### config.mk
export PLATFORM = sky130hd
export DESIGN_NAME = periodic_timer_table
export DESIGN_NICKNAME = d
export VERILOG_FILES = /design/src/hw/rtl/ptt_pkg.sv /design/src/hw/rtl/periodic_timer_table.sv /design/src/hw/rtl/ptt_mem.sv /design/src/hw/rtl/ptt_ctrl.sv /design/src/hw/rtl/ptt_out.sv
export SDC_FILE = /design/constraint.sdc
export NUM_CORES = 1
export LEC_CHECK = 0
export BUFFER_PORTS_ARGS = -buffer_cell sky130_fd_sc_hd__buf_4
export CELL_PAD_IN_SITES_DETAIL_PLACEMENT = 0
export CELL_PAD_IN_SITES_GLOBAL_PLACEMENT = 2
export CORE_ASPECT_RATIO = 2
export CORE_UTILIZATION = 50
export CTS_CLUSTER_SIZE = 8
export DETAILED_ROUTE_END_ITERATION = 6
export PLACE_DENSITY_LB_ADDON = 0.1
export SLEW_MARGIN = 10
export SYNTH_ARGS = -nofsm -noshare
export SYNTH_HDL_FRONTEND = slang
export SYNTH_HIERARCHICAL = 1
export SYNTH_SLANG_ARGS = --single-unit
### constraint.sdc
create_clock -name clk -period 21.1 [get_ports clk]
set_input_delay 3.165 -clock clk [delete_from_list [all_inputs] [get_ports clk]]
set_output_delay 3.165 -clock clk [all_outputs]
set_load 0.02 [all_outputs]
### src/hw/rtl/ptt_pkg.sv
// Types and constants of the periodic timer table.
package ptt_pkg;

	localparam int TIMER_SLOTS = 8;
	localparam int TASK_COUNT  = 16;
	localparam int IDX_W       = (TIMER_SLOTS > 1) ? $clog2(TIMER_SLOTS) : 1;
	localparam int CNT_W       = $clog2(TIMER_SLOTS + 1);
	localparam int TASK_W      = 4;
	localparam int TIME_W      = 16;
	localparam logic [TIME_W-1:0] FOREVER_COUNT = 16'hffff;

	typedef enum logic [1:0] {
		OP_CREATE = 2'd0,
		OP_DELETE = 2'd1,
		OP_CLEAR  = 2'd2,
		OP_TICK   = 2'd3
	} op_t;

	typedef enum logic [1:0] {
		KIND_STATUS = 2'd0,
		KIND_FIRED  = 2'd1,
		KIND_NONE   = 2'd2
	} kind_t;

	typedef enum logic [1:0] {
		ST_IDLE,
		ST_WALK,
		ST_DONE
	} state_t;

	typedef struct packed {
		logic [TASK_W-1:0] task_id;
		logic [TIME_W-1:0] remaining;
		logic [TIME_W-1:0] interval;
		logic [TIME_W-1:0] last_fire;
	} entry_t;

	typedef struct packed {
		logic             rd_en;
		logic [IDX_W-1:0] rd_addr;
		logic             wr_en;
		logic [IDX_W-1:0] wr_addr;
		entry_t           wr_data;
	} mem_req_t;

	typedef struct packed {
		kind_t             kind;
		logic              ok;
		logic [TASK_W-1:0] task_id;
		logic              last;
	} result_t;

endpackage

### src/hw/rtl/periodic_timer_table.sv
// Top level of the periodic timer table.
//
// Input channel s_*: one item per command. s_tuser carries the operation
// (create, delete by task, delete all, tick); s_tdata carries task id, count,
// period, start time and current time. Output channel m_*: result items;
// m_tuser is the kind (status, fired, nothing fired), m_tdata holds ok and
// the fired task id, m_tlast marks the final result of a command.
// Create and delete all give their status result without a walk. Delete and
// tick walk the timer memory once, one entry per cycle through its single
// registered read port unless a stalled output holds the walk; the table holds at
// most 8 timers. A tick gives one fired item per firing timer, or
// one nothing-fired item. A new command is taken once the previous one has
// handed its last result to the output register, even if that result still
// waits there. When m_tready stays low the walk holds on the next fired timer.
// Reset empties the table; memory contents are not cleared and are never
// read beyond the live entry count.
module periodic_timer_table (
	input  logic        clk,
	input  logic        arst_n,
	input  logic        s_tvalid,
	output logic        s_tready,
	input  logic [71:0] s_tdata,   // task_id, count, period, start_time, current_time
	input  logic [1:0]  s_tuser,   // operation
	output logic        m_tvalid,
	input  logic        m_tready,
	output logic [7:0]  m_tdata,   // ok, fired_task
	output logic [1:0]  m_tuser,   // kind
	output logic        m_tlast
);

	ptt_pkg::mem_req_t mem_req;
	ptt_pkg::entry_t   rd_data;
	logic              emit_valid;
	logic              emit_ready;
	ptt_pkg::result_t  emit;
	ptt_pkg::result_t  out_data;

	ptt_mem u_mem (
		.clk     (clk),
		.req     (mem_req),
		.rd_data (rd_data)
	);

	ptt_ctrl u_ctrl (
		.clk          (clk),
		.arst_n       (arst_n),
		.in_valid     (s_tvalid),
		.in_ready     (s_tready),
		.op           (ptt_pkg::op_t'(s_tuser)),
		.task_id      (s_tdata[3:0]),
		.count        (s_tdata[19:4]),
		.period       (s_tdata[35:20]),
		.start_time   (s_tdata[51:36]),
		.current_time (s_tdata[67:52]),
		.mem_req      (mem_req),
		.rd_data      (rd_data),
		.emit_valid   (emit_valid),
		.emit         (emit),
		.emit_ready   (emit_ready)
	);

	ptt_out u_out (
		.clk        (clk),
		.arst_n     (arst_n),
		.emit_valid (emit_valid),
		.emit       (emit),
		.emit_ready (emit_ready),
		.out_valid  (m_tvalid),
		.out_ready  (m_tready),
		.out_data   (out_data)
	);

	assign m_tdata = {3'b000, out_data.task_id, out_data.ok};
	assign m_tuser = out_data.kind;
	assign m_tlast = out_data.last;

endmodule

### src/hw/rtl/ptt_mem.sv
// Timer entry memory: one write port, one registered read port.
module ptt_mem (
	input  logic              clk,
	input  ptt_pkg::mem_req_t req,
	output ptt_pkg::entry_t   rd_data
);

	ptt_pkg::entry_t mem_q [ptt_pkg::TIMER_SLOTS];

	always_ff @(posedge clk) begin
		if (req.wr_en) begin
			mem_q[req.wr_addr] <= req.wr_data;
		end
		if (req.rd_en) begin
			rd_data <= mem_q[req.rd_addr];
		end
	end

endmodule

### src/hw/rtl/ptt_ctrl.sv
// Command sequencer and compacting table walk for create, delete, clear and tick.
module ptt_ctrl (
	input  logic                          clk,
	input  logic                          arst_n,
	input  logic                          in_valid,
	output logic                          in_ready,
	input  ptt_pkg::op_t                  op,
	input  logic [ptt_pkg::TASK_W-1:0]    task_id,
	input  logic [ptt_pkg::TIME_W-1:0]    count,
	input  logic [ptt_pkg::TIME_W-1:0]    period,
	input  logic [ptt_pkg::TIME_W-1:0]    start_time,
	input  logic [ptt_pkg::TIME_W-1:0]    current_time,
	output ptt_pkg::mem_req_t             mem_req,
	input  ptt_pkg::entry_t               rd_data,
	output logic                          emit_valid,
	output ptt_pkg::result_t              emit,
	input  logic                          emit_ready
);

	ptt_pkg::state_t                state_q, state_d;
	ptt_pkg::op_t                   op_q;
	logic [ptt_pkg::CNT_W-1:0]      total_q;
	logic [ptt_pkg::CNT_W-1:0]      rd_idx_q;
	logic [ptt_pkg::CNT_W-1:0]      wr_idx_q;
	logic                           vld_s1;
	logic                           found_q;
	logic                           pend_v_q;
	logic                           ok_q;
	logic [ptt_pkg::TASK_W-1:0]     tid_q;
	logic [ptt_pkg::TASK_W-1:0]     pend_task_q;
	logic [ptt_pkg::TIME_W-1:0]     cur_q;

	logic                           create_ok;
	logic [ptt_pkg::TIME_W-1:0]     elapsed;
	logic                           fire;
	logic                           forever_cnt;
	logic                           is_tick;
	logic                           drop;
	ptt_pkg::entry_t                upd;
	logic                           need_emit;
	logic                           advance;
	logic                           more;
	logic                           walk_end;

	assign create_ok = (count != '0)
		&& (total_q < ptt_pkg::CNT_W'(ptt_pkg::TIMER_SLOTS))
		&& (int'(task_id) < ptt_pkg::TASK_COUNT);

	always_comb begin
		elapsed     = cur_q - rd_data.last_fire;
		fire        = elapsed >= rd_data.interval;
		forever_cnt = rd_data.remaining == ptt_pkg::FOREVER_COUNT;
		is_tick     = op_q == ptt_pkg::OP_TICK;
		upd         = rd_data;
		drop        = 1'b0;
		if (is_tick) begin
			if (fire) begin
				upd.last_fire = cur_q;
				if (!forever_cnt) begin
					upd.remaining = rd_data.remaining - 16'd1;
					drop = rd_data.remaining == 16'd1;
				end
			end
		end else begin
			drop = (rd_data.task_id == tid_q) && !found_q;
		end
		need_emit = vld_s1 && is_tick && fire && pend_v_q;
		advance   = !(need_emit && !emit_ready);
		more      = rd_idx_q < total_q;
		walk_end  = !vld_s1 && !more;
	end

	always_comb begin
		state_d = state_q;
		case (state_q)
			ptt_pkg::ST_IDLE: begin
				if (in_valid) begin
					if (op == ptt_pkg::OP_CREATE || op == ptt_pkg::OP_CLEAR) begin
						state_d = ptt_pkg::ST_DONE;
					end else begin
						state_d = ptt_pkg::ST_WALK;
					end
				end
			end
			ptt_pkg::ST_WALK: begin
				if (walk_end) begin
					state_d = ptt_pkg::ST_DONE;
				end
			end
			ptt_pkg::ST_DONE: begin
				if (emit_ready) begin
					state_d = ptt_pkg::ST_IDLE;
				end
			end
			default: state_d = ptt_pkg::ST_IDLE;
		endcase
	end

	always_comb begin
		in_ready        = state_q == ptt_pkg::ST_IDLE;
		mem_req.rd_en   = 1'b0;
		mem_req.rd_addr = rd_idx_q[ptt_pkg::IDX_W-1:0];
		mem_req.wr_en   = 1'b0;
		mem_req.wr_addr = wr_idx_q[ptt_pkg::IDX_W-1:0];
		mem_req.wr_data = upd;
		emit_valid      = 1'b0;
		emit.kind       = ptt_pkg::KIND_STATUS;
		emit.ok         = 1'b0;
		emit.task_id    = '0;
		emit.last       = 1'b0;
		case (state_q)
			ptt_pkg::ST_IDLE: begin
				if (in_valid && op == ptt_pkg::OP_CREATE && create_ok) begin
					mem_req.wr_en   = 1'b1;
					mem_req.wr_addr = total_q[ptt_pkg::IDX_W-1:0];
					mem_req.wr_data = {task_id, count, period, start_time};
				end
			end
			ptt_pkg::ST_WALK: begin
				mem_req.rd_en = advance && more;
				mem_req.wr_en = vld_s1 && advance && !drop;
				emit_valid    = need_emit;
				emit.kind     = ptt_pkg::KIND_FIRED;
				emit.task_id  = pend_task_q;
			end
			ptt_pkg::ST_DONE: begin
				emit_valid = 1'b1;
				emit.last  = 1'b1;
				if (op_q == ptt_pkg::OP_TICK) begin
					if (pend_v_q) begin
						emit.kind    = ptt_pkg::KIND_FIRED;
						emit.task_id = pend_task_q;
					end else begin
						emit.kind = ptt_pkg::KIND_NONE;
					end
				end else begin
					emit.ok = ok_q;
				end
			end
			default: begin
				in_ready = 1'b0;
			end
		endcase
	end

	always_ff @(posedge clk or negedge arst_n) begin
		if (!arst_n) begin
			state_q  <= ptt_pkg::ST_IDLE;
			op_q     <= ptt_pkg::OP_CREATE;
			total_q  <= '0;
			rd_idx_q <= '0;
			wr_idx_q <= '0;
			vld_s1   <= 1'b0;
			found_q  <= 1'b0;
			pend_v_q <= 1'b0;
			ok_q     <= 1'b0;
		end else begin
			state_q <= state_d;
			case (state_q)
				ptt_pkg::ST_IDLE: begin
					if (in_valid) begin
						op_q     <= op;
						rd_idx_q <= '0;
						wr_idx_q <= '0;
						vld_s1   <= 1'b0;
						found_q  <= 1'b0;
						pend_v_q <= 1'b0;
						ok_q     <= 1'b0;
						case (op)
							ptt_pkg::OP_CREATE: begin
								ok_q <= create_ok;
								if (create_ok) begin
									total_q <= total_q + 1'b1;
								end
							end
							ptt_pkg::OP_CLEAR: begin
								total_q <= '0;
								ok_q    <= 1'b1;
							end
							default: begin
							end
						endcase
					end
				end
				ptt_pkg::ST_WALK: begin
					if (walk_end) begin
						total_q <= wr_idx_q;
					end else if (advance) begin
						if (vld_s1) begin
							if (!drop) begin
								wr_idx_q <= wr_idx_q + 1'b1;
							end
							if (is_tick && fire) begin
								pend_v_q <= 1'b1;
							end
							if (!is_tick && drop) begin
								found_q <= 1'b1;
								ok_q    <= 1'b1;
							end
						end
						vld_s1 <= more;
						if (more) begin
							rd_idx_q <= rd_idx_q + 1'b1;
						end
					end
				end
				default: begin
				end
			endcase
		end
	end

	always_ff @(posedge clk) begin
		if (state_q == ptt_pkg::ST_IDLE && in_valid) begin
			tid_q <= task_id;
			cur_q <= current_time;
		end
		if (state_q == ptt_pkg::ST_WALK && advance && vld_s1 && is_tick && fire) begin
			pend_task_q <= rd_data.task_id;
		end
	end

endmodule

### src/hw/rtl/ptt_out.sv
// Output register for result items.
module ptt_out (
	input  logic             clk,
	input  logic             arst_n,
	input  logic             emit_valid,
	input  ptt_pkg::result_t emit,
	output logic             emit_ready,
	output logic             out_valid,
	input  logic             out_ready,
	output ptt_pkg::result_t out_data
);

	logic             valid_q;
	ptt_pkg::result_t data_q;

	assign emit_ready = !valid_q || out_ready;
	assign out_valid  = valid_q;
	assign out_data   = data_q;

	always_ff @(posedge clk or negedge arst_n) begin
		if (!arst_n) begin
			valid_q <= 1'b0;
		end else if (emit_ready) begin
			valid_q <= emit_valid;
		end
	end

	always_ff @(posedge clk) begin
		if (emit_ready && emit_valid) begin
			data_q <= emit;
		end
	end

endmodule

* After elaboration in Yosys (flattened, before gate mapping) *
Memory sizes are Yosys's and may differ from the RTL's. A register that Yosys moved wholly into a read port is not among the register bits.
Index checks and enable logic that the tools add are counted.
Widths: inputs -> output; s select.

word-level totals
  register bits after elaboration = 53
  latch bits = 0
  memory bits (writable) = 416
  ROM bits = 0
  output and inout port bits = 13
  word-level logic and storage cells = 149
  memories = 1

operators by class
  $add $sub $neg = 5
  multiply operators = 0
  div/mod/pow operators = 0
  $lt $le $gt $ge = 3
  equal/unequal tests = 19
  shift-type cells = 0
  multiplexer cells = 60
  bitwise gates (word level) = 1
  reductions and logical operators = 43

memory list
  name         depth  width  read ports  clocked after Yosys merged registers in  wr ports  RTL line      text
  u_mem.mem_q  8      52     1           1                                        1         ptt_mem.sv:8  ptt_pkg::entry_t mem_q [ptt_pkg::TIMER_SLOTS];

operator list
  kind                   number
  $mux 16                5
  $mux 56                1
  $mux 55                1
  $mux 4                 13
  $pmux 4 s2             5
  $logic_and 1x1->1      20
  $mux 1                 20
  $reduce_and 6->1       3
  $eq 16x1->1 const B    1
  $eq 16x16->1 const B   1
  $ge 16x16->1           1
  $reduce_bool 16->1     1
  $sub 16x1->16 const B  1
  $sub 16x16->16         1
  $pmux 1 s2             7
  $add 4x1->4 const B    3
  $mux 2                 6
  $ne 2x1->1 const B     6
  $reduce_and 5->1       2
  $logic_not 1->1        8
  $ne 2x2->1 const B     4
  $eq 2x2->1 const B     3
  $pmux 2 s3             1
  $eq 4x4->1             1
  other kinds (14)       16

* Logic depth before layout (Yosys ltp) *
  word-level depth = 11
  depth in mapped cells = 21
  depth with buffers taken out = 21

* Hierarchy *
Netlist, hierarchy kept.

modules (own cells, without submodules)
  module                instances  cells an instance  area each (sq um)  sequential area each (sq um)
  ptt_mem               1          667                17,261.6           14,053.5
  ptt_ctrl              1          539                4,400.5            1,221.2
  ptt_out               1          12                 294.0              265.3
  periodic_timer_table  1          4                  26.3               0.0

* Worst setup path before layout *
No wires, ideal clock.

  path kind = input -> register
  from = input s_tdata[5]
  to = memory u_mem/mem_q[0][0] (netlist name) (enable)
  library setup time = 0.526 ns
  arrival = 8.156 ns
  setup slack = 12.418 ns
  stages = 8
  buffers on the path = 1
  cell sequence = nor4_1 -> nand4_1 -> nand3_1 -> nor3_1 -> clkbuf_1 -> mux2_2 -> nand2b_1 -> nor3_1

RTL lines
  item                RTL line                    text
  start: declaration  periodic_timer_table.sv:22  input logic [71:0] s_tdata,
  end: declaration    ptt_mem.sv:8

==> results.py <==
metrics = {
    "run_status": {
        "status": "finished, final reports clean",
    },
    "sta": {
        "max-slew-margin-rel_pct": 28.28,
        "fin_skew_ps": 22.05,
        "clock.fmax_mhz": 149.5,
        "setup_ws_ps": 14410,
        "drv_slew": 0,
        "hold_viol_final": 0,
        "setup_tns_ps": 0,
        "fin_crit_sh_pct": 31.71,
        "post-route-min-period_ps": 6690,
        "tightest_slew_ps": 1076,
        "finalSetupViolCount": 0,
        "rsz0062_at_grt": "false",
    },
    "setup_path": {
        "worstReg2RegStart": "u_mem/rd_data[0]$_DFFE_PP_",
        "cp-start-kind": "primary input",
        "rrSetupSlack_ps": 14440,
        "worstPathMaxFanout": 47,
        "critPathArrivalTime_ps": 6890,
        "critical_path.max_stage_delay_ps": 830,
        "cp_num_cells": 10,
        "startpoint": "s_tdata[7]",
        "required_ps": 21300,
        "crit_buf_inv": 3,
        "crit_path_top_delay_cell": "buf_4",
        "r2r_cells": 20,
        "endpoint": "u_mem/mem_q[0][22]$_DFFE_PP_",
        "worstPathCellList": "buf_4 > nor4_1 > nand4_1 > nand3_1 > nor3_2 > buf_4 > mux2_2 > nand2b_1 > nor3_2 > buf_4",
        "cpMostUsedCell": "buf_4",
        "r2r_end": "u_mem/mem_q[0][22]$_DFFE_PP_",
        "critPathKind": "primary input to register",
        "endpoint_kind": "register",
        "cp_top_family": "simple AND/OR/NAND/NOR gates",
    },
    "global_route": {
        "overflow": 0,
        "grt_max_degree": 71,
        "grt_pass1_wl_um": 75250,
        "grt_usage_pct": 23.66,
        "grt_pass1_vias": 12109,
        "grt_antenna_before_repair": 0,
    },
    "floorplanning": {
        "core-area_mm2": 0.04338,
        "die_w_um": 150.3,
        "fp.dieH_um": 298.5,
        "pin_count": 91,
        "dieArea_mm2": 0.04486,
        "num_rows": 108,
        "initial_utilization_pct": 50.68,
    },
    "synth": {
        "ys_seq_area_share_pct": 70.69,
        "ys.flop_type": "edfxtp_1",
        "synth_compound_area_share_pct": 3.990,
        "synthAdderAreaFrac_pct": 2.539,
        "yosys_warnings": 6,
        "postSynthCellCount": 1222,
        "async_flop_share_pct": 4.031,
        "synthXorXnorAreaFrac_pct": 1.235,
        "ys_ff_latch": 521,
        "yosysUniqueCellTypes": 69,
        "synthSimpleGateAreaFrac_pct": 4.576,
        "netlist_area_mm2": 0.02198,
        "synth-edff-count": 500,
        "syn-mean-instance-area_um2": 17.99,
        "synthMuxAreaShare_pct": 14.57,
        "synth_top_family_by_area": "multiplexers",
    },
    "cts": {
        "clock_latency_ps": 600,
        "hold_buffers": 0,
        "cts_resized": 0,
        "ctsRootBufferMaster": "clkbuf_16",
        "cts_tree": "done",
        "clockBufferDepth": 3,
        "cts_setup_buffers": 0,
        "numCtsBuffers": 75,
        "htreeDepth": 3,
        "cts_sinks": 521,
        "clk_pin_slew_ps": 50,
    },
    "final_layout": {
        "most-common-layout-cells": "500 x edfxtp_1, 103 x buf_4, 101 x mux4_2",
        "area_delta_synth_final_pct": 15.17,
        "drive_above_1_share_pct": 27.31,
        "num-fill-cells": 3358,
        "nets": 1471,
        "final_util_pct": 58.37,
        "layout_commonest_cell": "edfxtp_1",
        "diodes": 0,
    },
    "route": {
        "viasPerCell": 5.887,
        "drc": 0,
        "wl_per_cell_um": 26.33,
        "ant_nets": 0,
        "drt-total-wl_um": 50640,
        "dr.pass1.iters": 5,
        "initialDrtViolationCount": 611,
        "vias": 11320,
    },
    "pwr": {
        "total_power_uw": 3401,
        "power_density_mw_per_mm2": 134.3,
        "p_leak_uw": 0.008553,
        "peakVddDrop_mv": 0.08660,
    },
    "place": {
        "dp_slack_ps": 13860,
        "portBuffers": 83,
        "globalplace.congestion": 0.7528,
        "dp_hpwl_um": 29040,
    },
    "job": {
        "cap_violations": 0,
    },
    "worst_hold_path": {
        "hold_path_class": "register to register",
    },
}
## worst min path at each step
| stage | startpoint | to | slack (ps) | cells after the start |
|---|---|---|---|---|
| 2_1_floorplan | u_ctrl/found_q$_DFFE_PN0P_ | u_ctrl/found_q$_DFFE_PN0P_ | 460 | 1 |
| 3_3_place_gp | u_ctrl/ok_q$_DFFE_PN0P_ | u_ctrl/ok_q$_DFFE_PN0P_ | 480 | 1 |
| 3_5_place_dp | u_ctrl/found_q$_DFFE_PN0P_ | u_ctrl/found_q$_DFFE_PN0P_ | 490 | 1 |
| 4_1_cts | u_ctrl/found_q$_DFFE_PN0P_ | u_ctrl/found_q$_DFFE_PN0P_ | 510 | 1 |
| 5_1_grt | u_ctrl/total_q[3]$_DFFE_PN0P_ | u_ctrl/total_q[3]$_DFFE_PN0P_ | 530 | 1 |
| 6_report | u_ctrl/total_q[3]$_DFFE_PN0P_ | u_ctrl/total_q[3]$_DFFE_PN0P_ | 500 | 1 |
## layer usage
layer,vias to the layer above,track usage (%),routed length (um)
met2,266,42.65,27950
met4,0,8.369,1370
met3,86,3.954,2136
met1,5901,28.06,19180
met5,-,0,0
li1,5067,-,-
## flip-flops by register name (all words and copies together), names as in the netlist
signal / cells
u_mem/rd_data: 52
u_ctrl/ok_q: 1
u_out/out_data: 8
u_ctrl/wr_idx_q: 4
u_ctrl/pend_v_q: 1
u_ctrl/state_q: 2
u_out/out_valid: 1
u_ctrl/total_q: 4
u_mem/mem_q: 416
u_ctrl/found_q: 1
u_ctrl/tid_q: 4
u_ctrl/pend_task_q: 4
u_ctrl/op_q: 2
u_ctrl/cur_q: 16
u_ctrl/vld_s1: 1
u_ctrl/rd_idx_q: 4
## power by group
part	switching [uW]	internal, uW	total (uW)
Sequential	88.6	1360	1450
Combinational	489	384	872
Clock	434	649	1080
Total	1010	2390	3400
## area by class of cell
type                            instances  area, um^2  area share [%]
Clock buffer                           93        1944           7.680
Clock inverter                          8       167.7          0.6622
Inverter                               49       183.9          0.7265
Multi-Input combinational cell        599        6012           23.75
Sequential cell                       521       15550           61.41
Tap cell                              550       688.2           2.718
Timing Repair Buffer                  103       773.2           3.054
## cells by family (layout without fill, tap and decap cells)
group | count (synthesis) | in the layout
xor gates and xnor gates | 31 | 31
adders and majority gates | 44 | 44
other | 1 | 3
DFF | 521 | 521
muxes | 181 | 181
and+or+nand+nor | 203 | 203
buffers and inverters | 104 | 253
AOI/OAI and AO/OA | 137 | 137
## synth_stat cells, drive strengths merged, types with 5 or more instances
master | n | share of area, %
a21o | 10 | 0.35
a21oi | 25 | 0.62
and2 | 7 | 0.21
and3 | 6 | 0.17
buf | 29 | 1.1
clkbuf | 26 | 0.44
dfrtp | 21 | 2.4
edfxtp | 500 | 68
ha | 43 | 2.4
inv | 49 | 0.84
mux2 | 62 | 3.2
mux2i | 15 | 0.68
mux4 | 104 | 11
nand2 | 81 | 1.4
nand2b | 13 | 0.40
nand3 | 14 | 0.32
nand4 | 10 | 0.28
nor2 | 31 | 0.54
nor2b | 6 | 0.17
nor3 | 11 | 0.25
nor4 | 8 | 0.23
o21a | 5 | 0.17
o21ai | 60 | 1.4
o31ai | 5 | 0.23
xnor2 | 18 | 0.72
xor2 | 13 | 0.52
## stage by stage
step | area [um^2] | hold slack [ps] | std cells
after global placement | 23210 | 483.9 | 1822
after CTS | 25320 | 505.7 | 1923
after floorplan | 21990 | 460.4 | 1224
final | 25320 | 501.2 | 1923
after global routing | 25320 | 525.4 | 1923
after detailed placement | 23210 | 494.0 | 1822
No activity file was read; power rests on OpenSTA's default activity.
